<file path="src/design/wavhp_pkg.sv">
// shared types, codes and constants of the wav header parser
package wavhp_pkg;

  typedef enum logic [2:0] {
    PH_FILE,
    PH_CHUNK,
    PH_FMT,
    PH_FACT,
    PH_SKIP,
    PH_DONE
  } phase_t;

  localparam logic [1:0] KIND_BYTE    = 2'd0;
  localparam logic [1:0] KIND_END     = 2'd1;
  localparam logic [1:0] KIND_RESTART = 2'd2;

  localparam logic [1:0] OUTCOME_OK          = 2'd0;
  localparam logic [1:0] OUTCOME_FORMAT      = 2'd1;
  localparam logic [1:0] OUTCOME_UNSUPPORTED = 2'd2;
  localparam logic [1:0] OUTCOME_END_EARLY   = 2'd3;

  localparam logic [1:0] CODEC_NONE  = 2'd0;
  localparam logic [1:0] CODEC_PCM   = 2'd1;
  localparam logic [1:0] CODEC_ADPCM = 2'd2;

  localparam logic [31:0] TAG_RIFF = 32'h4646_4952;
  localparam logic [31:0] TAG_WAVE = 32'h4556_4157;
  localparam logic [31:0] TAG_FMT  = 32'h2074_6D66;
  localparam logic [31:0] TAG_FACT = 32'h7463_6166;
  localparam logic [31:0] TAG_DATA = 32'h6174_6164;

  localparam logic [15:0] FMT_PCM   = 16'h0001;
  localparam logic [15:0] FMT_ADPCM = 16'h0020;

  localparam logic [31:0] FMT_MIN_LEN  = 32'd16;
  localparam logic [31:0] FACT_MIN_LEN = 32'd4;

  // byte index within a header or field group
  localparam logic [3:0] IDX_TAG_END    = 4'd3;
  localparam logic [3:0] IDX_CHUNK_END  = 4'd7;
  localparam logic [3:0] IDX_FILE_END   = 4'd11;
  localparam logic [3:0] IDX_FMT_TAG    = 4'd1;
  localparam logic [3:0] IDX_FMT_CHAN   = 4'd3;
  localparam logic [3:0] IDX_FMT_RATE   = 4'd7;
  localparam logic [3:0] IDX_FMT_BRATE  = 4'd11;
  localparam logic [3:0] IDX_FMT_ALIGN  = 4'd13;
  localparam logic [3:0] IDX_FMT_WIDTH  = 4'd15;

  typedef struct packed {
    logic [15:0] tag;
    logic [15:0] channels;
    logic [31:0] rate;
    logic [31:0] byterate;
    logic [15:0] align;
    logic [15:0] width;
  } fmt_fields_t;

  typedef struct packed {
    logic [1:0]  outcome;
    logic [1:0]  codec;
    logic [15:0] channel_count;
    logic [31:0] sample_rate;
    logic [31:0] byte_rate;
    logic [15:0] block_align;
    logic [15:0] bits_per_sample;
    logic [31:0] data_offset;
    logic [31:0] data_size;
    logic [31:0] uncompressed_size;
  } result_t;

endpackage

</file>
<file path="src/design/wavhp_fmt_check.sv">
// validation of the captured fmt chunk fields
module wavhp_fmt_check (
  input  wavhp_pkg::fmt_fields_t fields,
  output logic                   ok,
  output logic [1:0]             codec
);

  logic basic_ok;
  logic pcm_width_ok;

  assign basic_ok = (fields.channels != 16'd0) && (fields.channels <= 16'd2) &&
                    (fields.align != 16'd0) && (fields.width != 16'd0) &&
                    (fields.rate != 32'd0) && (fields.byterate != 32'd0);

  assign pcm_width_ok = (fields.width == 16'd8) || (fields.width == 16'd16) ||
                        (fields.width == 16'd24) || (fields.width == 16'd32);

  always_comb begin
    ok    = 1'b0;
    codec = wavhp_pkg::CODEC_NONE;
    if (basic_ok) begin
      if (fields.tag == wavhp_pkg::FMT_PCM) begin
        ok    = pcm_width_ok;
        codec = wavhp_pkg::CODEC_PCM;
      end else if (fields.tag == wavhp_pkg::FMT_ADPCM) begin
        ok    = (fields.width == 16'd4) && (fields.channels == 16'd1);
        codec = wavhp_pkg::CODEC_ADPCM;
      end
    end
  end

endmodule

</file>
<file path="src/design/wavhp_out_skid.sv">
// result register with a skid stage so the parser keeps taking bytes
module wavhp_out_skid (
  input  logic                clk,
  input  logic                rst,
  input  logic                push,
  input  wavhp_pkg::result_t  push_data,
  output logic                full,
  output logic                out_valid,
  input  logic                out_stall,
  output wavhp_pkg::result_t  out_data
);

  logic               skid_valid;
  wavhp_pkg::result_t skid_data;

  assign full = skid_valid;

  always_ff @(posedge clk) begin
    if (rst) begin
      out_valid  <= 1'b0;
      skid_valid <= 1'b0;
    end else if (!out_valid || !out_stall) begin
      if (skid_valid) begin
        out_valid  <= 1'b1;
        skid_valid <= 1'b0;
      end else begin
        out_valid <= push;
      end
    end else if (push) begin
      skid_valid <= 1'b1;
    end
  end

  always_ff @(posedge clk) begin
    if (!out_valid || !out_stall) begin
      out_data <= skid_valid ? skid_data : push_data;
    end else if (push) begin
      skid_data <= push_data;
    end
  end

  a_skid_behind_out: assert property (@(posedge clk) disable iff (rst)
    skid_valid |-> out_valid)
    else $error("skid holds a result while output register is empty");

  a_no_push_when_full: assert property (@(posedge clk) disable iff (rst)
    push |-> !skid_valid)
    else $error("result pushed into a full skid stage");

  a_skid_fill_on_stall: assert property (@(posedge clk) disable iff (rst)
    $rose(skid_valid) |-> $past(out_valid && out_stall))
    else $error("skid filled without a stalled output");

endmodule

</file>
<file path="src/design/wav_header_parser_unit.sv">
// top level of the byte-serial wav header parser
//
// item channel: item_valid / item_stall carry kind and byte_value; kind 0 is a
// file byte, 1 marks end of stream, 2 restarts the parse for a new source,
// 3 is ignored. a transaction is taken when item_valid is high and
// item_stall is low.
// result channel: result_valid / result_stall carry one result per parse:
// outcome, codec, the fmt fields, data offset and sizes. on any error
// outcome is nonzero and every other field is zero.
// throughput: one transaction per cycle while item_stall is low. the parse
// state updates in the cycle a byte is taken; the transaction that causes a
// result (the data header's last size byte, an error byte, or end of stream)
// loads it into the result register, or into the skid stage on a stall.
// a result register plus a one-entry skid stage sit on the output; while the
// receiver stalls, item_stall rises only once both are full.
// reset (rst, synchronous) clears the parse state and drops any pending
// result; a restart transaction clears the parse state only.
module wav_header_parser_unit (
  input  logic        clk,
  input  logic        rst,
  input  logic        item_valid,
  output logic        item_stall,
  input  logic [1:0]  kind,
  input  logic [7:0]  byte_value,
  output logic        result_valid,
  input  logic        result_stall,
  output logic [1:0]  outcome,
  output logic [1:0]  codec,
  output logic [15:0] channel_count,
  output logic [31:0] sample_rate,
  output logic [31:0] byte_rate,
  output logic [15:0] block_align,
  output logic [15:0] bits_per_sample,
  output logic [31:0] data_offset,
  output logic [31:0] data_size,
  output logic [31:0] uncompressed_size
);

  wavhp_pkg::phase_t phase, phase_next;
  logic [3:0]  byte_in_field, byte_in_field_next;
  logic [31:0] assemble_word, assemble_word_next;
  logic [31:0] chunk_type, chunk_type_next;
  logic [31:0] chunk_length, chunk_length_next;
  logic [31:0] skip_left, skip_left_next;
  logic [31:0] position, position_next;
  logic [15:0] format_tag, format_tag_next;
  logic [1:0]  codec_held, codec_held_next;
  logic [15:0] channels_held, channels_held_next;
  logic [31:0] rate_held, rate_held_next;
  logic [31:0] byterate_held, byterate_held_next;
  logic [15:0] align_held, align_held_next;
  logic [15:0] width_held, width_held_next;
  logic [31:0] fact_size, fact_size_next;

  logic                   accept;
  logic                   skid_full;
  logic [31:0]            shifted;
  logic [31:0]            skip_dec;
  logic                   fail_en;
  logic [1:0]             fail_code;
  logic                   push;
  wavhp_pkg::result_t     push_data;
  wavhp_pkg::result_t     out_data;
  wavhp_pkg::fmt_fields_t chk_fields;
  logic                   chk_ok;
  logic [1:0]             chk_codec;

  assign item_stall = skid_full;
  assign accept     = item_valid && !skid_full;
  assign shifted    = {byte_value, assemble_word[31:8]};
  assign skip_dec   = (skip_left != 32'd0) ? skip_left - 32'd1 : 32'd0;

  // the width arrives with the last fmt byte, everything else is already held
  assign chk_fields = '{
    tag:      format_tag,
    channels: channels_held,
    rate:     rate_held,
    byterate: byterate_held,
    align:    align_held,
    width:    (phase == wavhp_pkg::PH_FMT) ? shifted[31:16] : width_held
  };

  wavhp_fmt_check u_fmt_check (
    .fields (chk_fields),
    .ok     (chk_ok),
    .codec  (chk_codec)
  );

  always_comb begin
    phase_next         = phase;
    byte_in_field_next = byte_in_field;
    assemble_word_next = assemble_word;
    chunk_type_next    = chunk_type;
    chunk_length_next  = chunk_length;
    skip_left_next     = skip_left;
    position_next      = position;
    format_tag_next    = format_tag;
    codec_held_next    = codec_held;
    channels_held_next = channels_held;
    rate_held_next     = rate_held;
    byterate_held_next = byterate_held;
    align_held_next    = align_held;
    width_held_next    = width_held;
    fact_size_next     = fact_size;
    fail_en            = 1'b0;
    fail_code          = wavhp_pkg::OUTCOME_OK;
    push               = 1'b0;
    push_data          = '0;

    if (accept) begin
      case (kind)
        wavhp_pkg::KIND_RESTART: begin
          phase_next         = wavhp_pkg::PH_FILE;
          byte_in_field_next = '0;
          assemble_word_next = '0;
          chunk_type_next    = '0;
          chunk_length_next  = '0;
          skip_left_next     = '0;
          position_next      = '0;
          format_tag_next    = '0;
          codec_held_next    = wavhp_pkg::CODEC_NONE;
          channels_held_next = '0;
          rate_held_next     = '0;
          byterate_held_next = '0;
          align_held_next    = '0;
          width_held_next    = '0;
          fact_size_next     = '0;
        end
        wavhp_pkg::KIND_END: begin
          if (phase != wavhp_pkg::PH_DONE) begin
            fail_en   = 1'b1;
            fail_code = wavhp_pkg::OUTCOME_END_EARLY;
          end
        end
        wavhp_pkg::KIND_BYTE: begin
          if (phase != wavhp_pkg::PH_DONE) begin
            position_next      = position + 32'd1;
            assemble_word_next = shifted;
            byte_in_field_next = byte_in_field + 4'd1;
            case (phase)
              wavhp_pkg::PH_FILE: begin
                if (byte_in_field == wavhp_pkg::IDX_TAG_END) chunk_type_next = shifted;
                if (byte_in_field == wavhp_pkg::IDX_FILE_END) begin
                  if (chunk_type != wavhp_pkg::TAG_RIFF || shifted != wavhp_pkg::TAG_WAVE) begin
                    fail_en   = 1'b1;
                    fail_code = wavhp_pkg::OUTCOME_FORMAT;
                  end else begin
                    phase_next         = wavhp_pkg::PH_CHUNK;
                    byte_in_field_next = '0;
                  end
                end
              end
              wavhp_pkg::PH_CHUNK: begin
                if (byte_in_field == wavhp_pkg::IDX_TAG_END) chunk_type_next = shifted;
                if (byte_in_field == wavhp_pkg::IDX_CHUNK_END) begin
                  chunk_length_next  = shifted;
                  byte_in_field_next = '0;
                  if (chunk_type == wavhp_pkg::TAG_FMT) begin
                    if (shifted < wavhp_pkg::FMT_MIN_LEN) begin
                      fail_en   = 1'b1;
                      fail_code = wavhp_pkg::OUTCOME_FORMAT;
                    end else begin
                      phase_next = wavhp_pkg::PH_FMT;
                    end
                  end else if (chunk_type == wavhp_pkg::TAG_FACT) begin
                    if (shifted < wavhp_pkg::FACT_MIN_LEN) begin
                      fail_en   = 1'b1;
                      fail_code = wavhp_pkg::OUTCOME_FORMAT;
                    end else begin
                      phase_next = wavhp_pkg::PH_FACT;
                    end
                  end else if (chunk_type == wavhp_pkg::TAG_DATA) begin
                    if (codec_held == wavhp_pkg::CODEC_NONE) begin
                      fail_en   = 1'b1;
                      fail_code = wavhp_pkg::OUTCOME_FORMAT;
                    end else begin
                      push                        = 1'b1;
                      push_data.outcome           = wavhp_pkg::OUTCOME_OK;
                      push_data.codec             = codec_held;
                      push_data.channel_count     = channels_held;
                      push_data.sample_rate       = rate_held;
                      push_data.byte_rate         = byterate_held;
                      push_data.block_align       = align_held;
                      push_data.bits_per_sample   = width_held;
                      push_data.data_offset       = position + 32'd1;
                      push_data.data_size         = shifted;
                      push_data.uncompressed_size =
                        (codec_held == wavhp_pkg::CODEC_PCM || fact_size == 32'd0) ?
                        shifted : fact_size;
                      phase_next = wavhp_pkg::PH_DONE;
                    end
                  end else begin
                    skip_left_next = shifted;
                    phase_next     = (shifted == 32'd0) ? wavhp_pkg::PH_CHUNK :
                                                          wavhp_pkg::PH_SKIP;
                  end
                end
              end
              wavhp_pkg::PH_FMT: begin
                case (byte_in_field)
                  wavhp_pkg::IDX_FMT_TAG:   format_tag_next    = shifted[31:16];
                  wavhp_pkg::IDX_FMT_CHAN:  channels_held_next = shifted[31:16];
                  wavhp_pkg::IDX_FMT_RATE:  rate_held_next     = shifted;
                  wavhp_pkg::IDX_FMT_BRATE: byterate_held_next = shifted;
                  wavhp_pkg::IDX_FMT_ALIGN: align_held_next    = shifted[31:16];
                  wavhp_pkg::IDX_FMT_WIDTH: width_held_next    = shifted[31:16];
                  default: ;
                endcase
                if (byte_in_field == wavhp_pkg::IDX_FMT_WIDTH) begin
                  byte_in_field_next = '0;
                  if (chunk_length > wavhp_pkg::FMT_MIN_LEN) begin
                    // extension bytes are skipped before validation
                    skip_left_next = chunk_length - wavhp_pkg::FMT_MIN_LEN;
                    phase_next     = wavhp_pkg::PH_SKIP;
                  end else if (!chk_ok) begin
                    fail_en   = 1'b1;
                    fail_code = wavhp_pkg::OUTCOME_UNSUPPORTED;
                  end else begin
                    codec_held_next = chk_codec;
                    phase_next      = wavhp_pkg::PH_CHUNK;
                  end
                end
              end
              wavhp_pkg::PH_FACT: begin
                if (byte_in_field == wavhp_pkg::IDX_TAG_END) begin
                  fact_size_next     = shifted;
                  byte_in_field_next = '0;
                  if (chunk_length > wavhp_pkg::FACT_MIN_LEN) begin
                    skip_left_next = chunk_length - wavhp_pkg::FACT_MIN_LEN;
                    phase_next     = wavhp_pkg::PH_SKIP;
                  end else begin
                    phase_next = wavhp_pkg::PH_CHUNK;
                  end
                end
              end
              wavhp_pkg::PH_SKIP: begin
                byte_in_field_next = '0;
                skip_left_next     = skip_dec;
                if (skip_dec == 32'd0) begin
                  if (chunk_type == wavhp_pkg::TAG_FMT && !chk_ok) begin
                    fail_en   = 1'b1;
                    fail_code = wavhp_pkg::OUTCOME_UNSUPPORTED;
                  end else begin
                    if (chunk_type == wavhp_pkg::TAG_FMT) codec_held_next = chk_codec;
                    phase_next = wavhp_pkg::PH_CHUNK;
                  end
                end
              end
              default: ;
            endcase
          end
        end
        default: ;
      endcase
    end

    if (fail_en) begin
      push              = 1'b1;
      push_data         = '0;
      push_data.outcome = fail_code;
      phase_next        = wavhp_pkg::PH_DONE;
    end
  end

  always_ff @(posedge clk) begin
    if (rst) begin
      phase         <= wavhp_pkg::PH_FILE;
      byte_in_field <= '0;
      assemble_word <= '0;
      chunk_type    <= '0;
      chunk_length  <= '0;
      skip_left     <= '0;
      position      <= '0;
      format_tag    <= '0;
      codec_held    <= wavhp_pkg::CODEC_NONE;
      channels_held <= '0;
      rate_held     <= '0;
      byterate_held <= '0;
      align_held    <= '0;
      width_held    <= '0;
      fact_size     <= '0;
    end else begin
      phase         <= phase_next;
      byte_in_field <= byte_in_field_next;
      assemble_word <= assemble_word_next;
      chunk_type    <= chunk_type_next;
      chunk_length  <= chunk_length_next;
      skip_left     <= skip_left_next;
      position      <= position_next;
      format_tag    <= format_tag_next;
      codec_held    <= codec_held_next;
      channels_held <= channels_held_next;
      rate_held     <= rate_held_next;
      byterate_held <= byterate_held_next;
      align_held    <= align_held_next;
      width_held    <= width_held_next;
      fact_size     <= fact_size_next;
    end
  end

  wavhp_out_skid u_out_skid (
    .clk       (clk),
    .rst       (rst),
    .push      (push),
    .push_data (push_data),
    .full      (skid_full),
    .out_valid (result_valid),
    .out_stall (result_stall),
    .out_data  (out_data)
  );

  assign outcome           = out_data.outcome;
  assign codec             = out_data.codec;
  assign channel_count     = out_data.channel_count;
  assign sample_rate       = out_data.sample_rate;
  assign byte_rate         = out_data.byte_rate;
  assign block_align       = out_data.block_align;
  assign bits_per_sample   = out_data.bits_per_sample;
  assign data_offset       = out_data.data_offset;
  assign data_size         = out_data.data_size;
  assign uncompressed_size = out_data.uncompressed_size;

  a_ok_has_codec: assert property (@(posedge clk) disable iff (rst)
    push && push_data.outcome == wavhp_pkg::OUTCOME_OK |->
      push_data.codec != wavhp_pkg::CODEC_NONE && push_data.channel_count != 16'd0)
    else $error("ok result without a validated codec");

  a_error_clears_fields: assert property (@(posedge clk) disable iff (rst)
    push && push_data.outcome != wavhp_pkg::OUTCOME_OK |->
      push_data.codec == wavhp_pkg::CODEC_NONE && push_data.data_size == 32'd0)
    else $error("error result carries nonzero fields");

  a_result_ends_parse: assert property (@(posedge clk) disable iff (rst)
    push |=> phase == wavhp_pkg::PH_DONE)
    else $error("parse continues after a result");

  a_done_is_quiet: assert property (@(posedge clk) disable iff (rst)
    phase == wavhp_pkg::PH_DONE |-> !push)
    else $error("result produced after the parse ended");

endmodule
</file>
<file path="config.mk">
export PLATFORM = sky130hd
export DESIGN_NAME = wav_header_parser_unit
export DESIGN_NICKNAME = d
export VERILOG_FILES = /design/src/design/wavhp_pkg.sv /design/src/design/wavhp_fmt_check.sv /design/src/design/wavhp_out_skid.sv /design/src/design/wav_header_parser_unit.sv
export SDC_FILE = /design/constraint.sdc
export NUM_CORES = 1
export LEC_CHECK = 0
export BUFFER_PORTS_ARGS = -buffer_cell sky130_fd_sc_hd__clkbuf_2
export CAP_MARGIN = 10
export CELL_PAD_IN_SITES_DETAIL_PLACEMENT = 1
export CELL_PAD_IN_SITES_GLOBAL_PLACEMENT = 1
export CORE_MARGIN = 2
export CORE_UTILIZATION = 40
export CTS_BUF_LIST = sky130_fd_sc_hd__clkbuf_16
export DETAILED_ROUTE_END_ITERATION = 8
export PLACE_DENSITY_LB_ADDON = 0.1
export SYNTH_ARGS = -nofsm -noshare
export SYNTH_HDL_FRONTEND = slang
export SYNTH_SLANG_ARGS = --single-unit
</file>
<file path="constraint.sdc">
create_clock -name clk -period 28.1 [get_ports clk]
set_input_delay 4.215 -clock clk [delete_from_list [all_inputs] [get_ports clk]]
set_output_delay 4.215 -clock clk [all_outputs]
set_load 0.05 [all_outputs]
</file>
==> qor.yml, run 1 <==
setup_path:
  start_kind: "primary input"
  r2r_cells: 11
  critical_path_depth: 12
  critPathKind: "primary input to flip-flop"
  critPathMaxFanout: 76
  crit_arrival_ns: 8.72
  cp_num_buf_inv: 3
  worstPathRequired_ns: 28.35
  cp_slowest_cell: "buf_4"
  cp_slowest_stage_delay_ns: 0.82
  crit_chain: "clkbuf_2 > nor4_1 > nand2_1 > nor4_1 > and4_1 > o31ai_1 > a21oi_1 > a21o_1 > nor2_1 > nor2_4 > buf_4 > buf_4"
  timing.critical_path.to_type: "flip-flop"
  critPathTopFamily: "buffers and inverters"
final_layout:
  fin_area_sq_um: 37500
  drive_gt1_share_pct: 14.7
  fin_nets: 3343
  area_growth_pct: 14.9
  fin_cells: 4451
  layout_commonest_cell: "nor2_1"
  layout_common_cells: "nor2_1, edfxtp_1, dfxtp_1"
drt:
  post-route-drc-count: 0
  totalWireLength_mm: 111
  route.detailed.wl_per_inst_um: 24.8
  dr.pass1.iters: 5
  dr.first_iter.drc_count: 1730
  vias_per_cell: 5.68
  dr_total_vias: 25300
  ant_nets: 0
grt:
  grt_pass1_vias: 25600
  gr-usage-all-layers_pct: 26.0
  antenna_found_initial: 6
  grt_pass1_wl_mm: 164
  grt-ovfl-total: 0
  grt_max_degree: 111
cts:
  clk_path_buf_depth: 3
  cts_tree: "done"
  numCtsBuffers: 82
  cts_num_sinks: 747
  cts_resized: 0
  clk_latency_ns: 0.65
  cts_root_buf: "clkbuf_16"
  hold_buffers: 0
  path_clk_slew_ns: 0.06
  post_cts_buffers: 0
  h-tree-depth: 3
timing:
  fmax_mhz: 118
  fin_skew_ns: 0.0299
  worst_pin_slew_ns: 1.25
  rsz0062_at_grt: "no"
  min_period_ns: 8.47
  finalSetupViolCount: 0
  hold_viol: 0
  maxSlewViolCount: 0
  finalCritPeriodShare_pct: 30.1
  final.setup.tns_ns: 0
  relSlewSlack_pct: 16.5
synth:
  ys_ff_latch: 747
  synth_sequential_area_ratio_pct: 58.9
  synth.distinct_cells: 85
  synth-main-ff-cell: "edfxtp_1"
  synth_area_leaders: "edfxtp_1, dfxtp_1, nor2_1"
  synth_area_sq_um: 32600
  synthCells: 3188
  synth_nets: 3212
  synthArstFlopShare_pct: 0
  avgSynthCellArea_sq_um: 10.2
  yosys_warnings: 0
  yosys.area.top_type_share_pct: 39.1
  synth_area_leader_cell: "edfxtp_1"
  synth_edf_count: 424
min_path:
  whs_path_depth: 2
  hold_class: "flip-flop to flip-flop"
power:
  ir_drop_v: 0.0000401
  p_leak_nw: 15.3
  power_per_cell_area_nw_per_um2: 64.8
place:
  dp_cells: 4294
  placed_area_sq_um: 34600
  portBuffers: 227
  routabilityCongestion: 0.910
  dp_hpwl_mm: 74.5
die:
  die_height_um: 289
  dieWidth_um: 289
  num_io_pins: 228
  row_count: 104
  initial_core_util_pct: 40.5
  die-area_sq_um: 83800
  core_sq_um: 80500
run:
  cap_violations: 0
run_status:
  status: "finished, final reports clean"
-- tightest hold or removal path: cells and delay by family, from the launching register on --
family | cells | cell delay [ns]
mux | 1 | 0.07
flops | 1 | 0.33
simple gates | 1 | 0.07
-- per-stage QoR --
| stage | setup WS [ns] | total power (W) | hold WS [ns] | util (%) |
|---|---|---|---|---|
| after floorplan | 4.16 | 0.00128 | 0.447 | - |
| after global placement | 19.13 | 0.00132 | 0.461 | 43.0 |
| after detailed placement | 19.05 | 0.00132 | 0.489 | 43.0 |
| after CTS | 19.70 | 0.00245 | 0.497 | 46.5 |
| after global routing | 19.27 | 0.00250 | 0.521 | 46.5 |
| final | 19.63 | 0.00243 | 0.499 | 46.5 |
-- sequential cells by signal, indices dropped and copies added, names as in the netlist, 3 cells and up --
register	cells
width_held	16
format_tag	16
chunk_type	32
u_out_skid.out_data	212
u_out_skid.skid_data	212
byte_in_field	4
position	32
rate_held	32
fact_size	32
byterate_held	32
chunk_length	32
channels_held	16
phase	3
align_held	16
skip_left	32
assemble_word	24
-- report_power, final --
group / switching, W / total, W / internal [W]
Clock: 0.000474 / 0.00113 / 0.000657
Sequential: 0.00000886 / 0.00117 / 0.00116
Combinational: 0.000104 / 0.000131 / 0.0000276
-- layout make-up --
type,count,area [sq um]
fillers,8864,43100
well taps,1060,1330
inverters,20,75.1
clock inverters,70,759
multi-input cells,2200,12600
diodes,3,7.51
repair buffers,268,1460
flip-flops and latches,747,19200
clock buffers,83,2080
-- cells by family (layout without fill, tap and decap cells) --
group,after synthesis,count (layout),share of synthesized area (%)
multiplexers,68,68,2.10
AO/OA/AOI/OAI,682,682,12.7
AND/OR/NAND/NOR,1357,1357,20.6
adder cells (fa/ha/maj),10,10,0.384
other,0,3,0
buffers and inverters,241,441,3.04
flip-flops,747,747,58.9
XOR/XNOR,83,83,2.23
-- Yosys cell counts (42+ instances only) --
cell type,n
nor4_1,76
clkbuf_1,184
and3_4,50
a21o_1,155
nor3_1,57
a21oi_1,284
dfxtp_1,323
nor2_1,647
o21ai_0,122
and3_1,114
nand2_1,198
xor2_1,42
mux2i_1,66
edfxtp_1,424
-- final timing paths --
kind	to	slack (ns)	start
setup / recovery	u_out_skid.skid_data[171]	19.63	byte_value[7]
hold reg to reg	format_tag[4]	0.50	format_tag[4]
hold / removal	format_tag[4]	0.50	format_tag[4]
setup reg to reg	u_out_skid.skid_data[171]	22.12	channels_held[10]
-- routing by layer --
metal  track usage, %  vias to the layer above  share of wire (%)
li1                 -                    11700                  -
met2             43.6                      614                 49
met5                0                        -              0.011
met4             8.89                        2                3.1
met3             4.43                      171                5.3
met1             33.8                    12800                 43
Power figures use the tool's default switching activity.
==> inputs of run 2 (changes only) <==
==> constraint.sdc (replaced) <==
create_clock -name clk -period 8.7 [get_ports clk]
set_input_delay 1.305 -clock clk [delete_from_list [all_inputs] [get_ports clk]]
set_output_delay 1.305 -clock clk [all_outputs]
set_load 0.05 [all_outputs]
==> qor.yml, run 2 (synthesized netlist as in run 1, its figures left out) <==
die:
  row_count: 104
  die-area_sq_um: 83800
  die_height_um: 289
  num_io_pins: 228
  core_sq_um: 80500
  initial_core_util_pct: 40.5
  dieWidth_um: 289
grt:
  antenna_found_initial: 3
  grt_max_degree: 177
  gr-usage-all-layers_pct: 25.6
  grt_pass1_wl_mm: 163
  grt_pass1_vias: 25600
  grt-ovfl-total: 0
cts:
  cts_root_buf: "clkbuf_16"
  path_clk_slew_ns: 0.06
  post_cts_buffers: 0
  clk_path_buf_depth: 3
  cts_tree: "done"
  cts_resized: 0
  numCtsBuffers: 84
  cts_num_sinks: 747
  h-tree-depth: 3
  hold_buffers: 0
  clk_latency_ns: 0.66
power:
  power_w: 0.00764
  power_per_cell_area_nw_per_um2: 204
  ir_drop_v: 0.000141
  p_leak_nw: 15.3
final_layout:
  multi_input_area_sq_um: 12600
  seqCellArea_sq_um: 19200
  antenna_cells: 0
  drive_gt1_share_pct: 14.3
  layout_common_cells: "nor2_1, edfxtp_1, dfxtp_1"
  area_growth_pct: 14.6
  fin_nets: 3347
  top_regs: "u_out_skid.out_data: 212 flops, u_out_skid.skid_data: 212 flops"
  nFillCells: 8899
  layout_commonest_cell: "nor2_1"
setup_path:
  critPathLaunch: "skip_left[0]"
  critical_path_depth: 12
  rr_endpoint: "u_out_skid.skid_data[117]"
  crit_arrival_ns: 5.55
  worstPathRequired_ns: 8.95
  critPathKind: "flip-flop to flip-flop"
  critPathMaxFanout: 58
  cpMostUsedCell: "a21o_1"
  crit_chain: "inv_1 > ha_1 > or3b_1 > or4_1 > xor2_1 > nand4_1 > nor4_1 > a21o_1 > a21o_1 > nor2_1 > nor2_4 > buf_4"
  start_kind: "flip-flop"
  reg2reg_slack_ns: 3.41
  worstReg2RegStart: "skip_left[0]"
  cp-endpoint: "u_out_skid.skid_data[117]"
  r2r_cells: 12
  cp_num_buf_inv: 2
  cp_slowest_cell: "buf_4"
  cp_slowest_stage_delay_ns: 0.84
  critPathTopFamily: "simple AND/OR/NAND/NOR gates"
  timing.critical_path.to_type: "flip-flop"
place:
  dp_hpwl_mm: 73.1
  portBuffers: 227
  routabilityCongestion: 0.945
drt:
  totalWireLength_mm: 109
  dr.pass1.iters: 5
  wl_met1_mm: 48.3
  dr_total_vias: 25500
  dr.first_iter.drc_count: 1759
  routed.top_layer: "met5"
  vias_per_cell: 5.71
  post-route-drc-count: 0
  route.met3.wl_mm: 4.65
  route.detailed.wl_per_inst_um: 24.5
  route.met2.wl_mm: 52.9
  ant_nets: 0
timing:
  finalCritPeriodShare_pct: 60.8
  fin_skew_ns: 0.0390
  fmax_mhz: 189
  maxSlewViolCount: 0
  final.setup.tns_ns: 0
  worst_pin_slew_ns: 1.24
  finalSetupViolCount: 0
  relSlewSlack_pct: 17.5
  min_period_ns: 5.29
  whs_ns: 0.488
  hold_viol: 0
  rsz0062_at_grt: "no"
run_status:
  status: "finished, final reports clean"
min_path:
  hold_class: "flip-flop to flip-flop"
run:
  cap_violations: 0
[run 2: layout make-up]
type                       count  share of cell area (%)
inverter                      20                   0.201
multi-input combinational   2200                    33.6
clock inverter                74                    1.51
clock buffer                  84                    5.63
timing repair buffer         270                    4.08
sequential                   747                    51.4
tap                         1060                    3.55
[run 2: worst min-delay path by stage]
stage	depth (start not counted)	from	end
2_1_floorplan	2	chunk_type[14]	chunk_type[14]
6_report	2	chunk_type[6]	chunk_type[6]
3_3_place_gp	2	chunk_type[6]	chunk_type[6]
4_1_cts	2	chunk_type[8]	chunk_type[8]
5_1_grt	2	format_tag[2]	format_tag[2]
3_5_place_dp	2	chunk_type[8]	chunk_type[8]
[run 2: worst min-delay path, stage by stage (launching register included)]
cell,delay [ns]
dfxtp_1,0.32
a21oi_1,0.06
nor2_1,0.07
[run 2: report_power, final]
| part | internal [W] | switching (W) | total, W |
|---|---|---|---|
| logic | 0.0000918 | 0.000333 | 0.000425 |
| clock network | 0.00193 | 0.00152 | 0.00345 |
| registers | 0.00374 | 0.0000268 | 0.00377 |
| total | 0.00576 | 0.00188 | 0.00764 |
[run 2: routing by layer]
metal  global-route usage [%]  vias to the layer above
met4                     7.95                        4
met1                     34.5                    12900
met2                     43.2                      615
met5                        0                        -
met3                     3.13                      176
li1                         -                    11700
[run 2: metrics by stage]
step	util, %	worst slack, ns	cell area [sq um]	cells
after floorplan	-	2.25	32600	3188
after global placement	43.0	3.06	34600	4293
after detailed placement	43.0	2.91	34600	4294
after CTS	46.3	3.41	37300	4452
after global routing	46.4	3.15	37400	4455
final	46.4	3.41	37400	4455
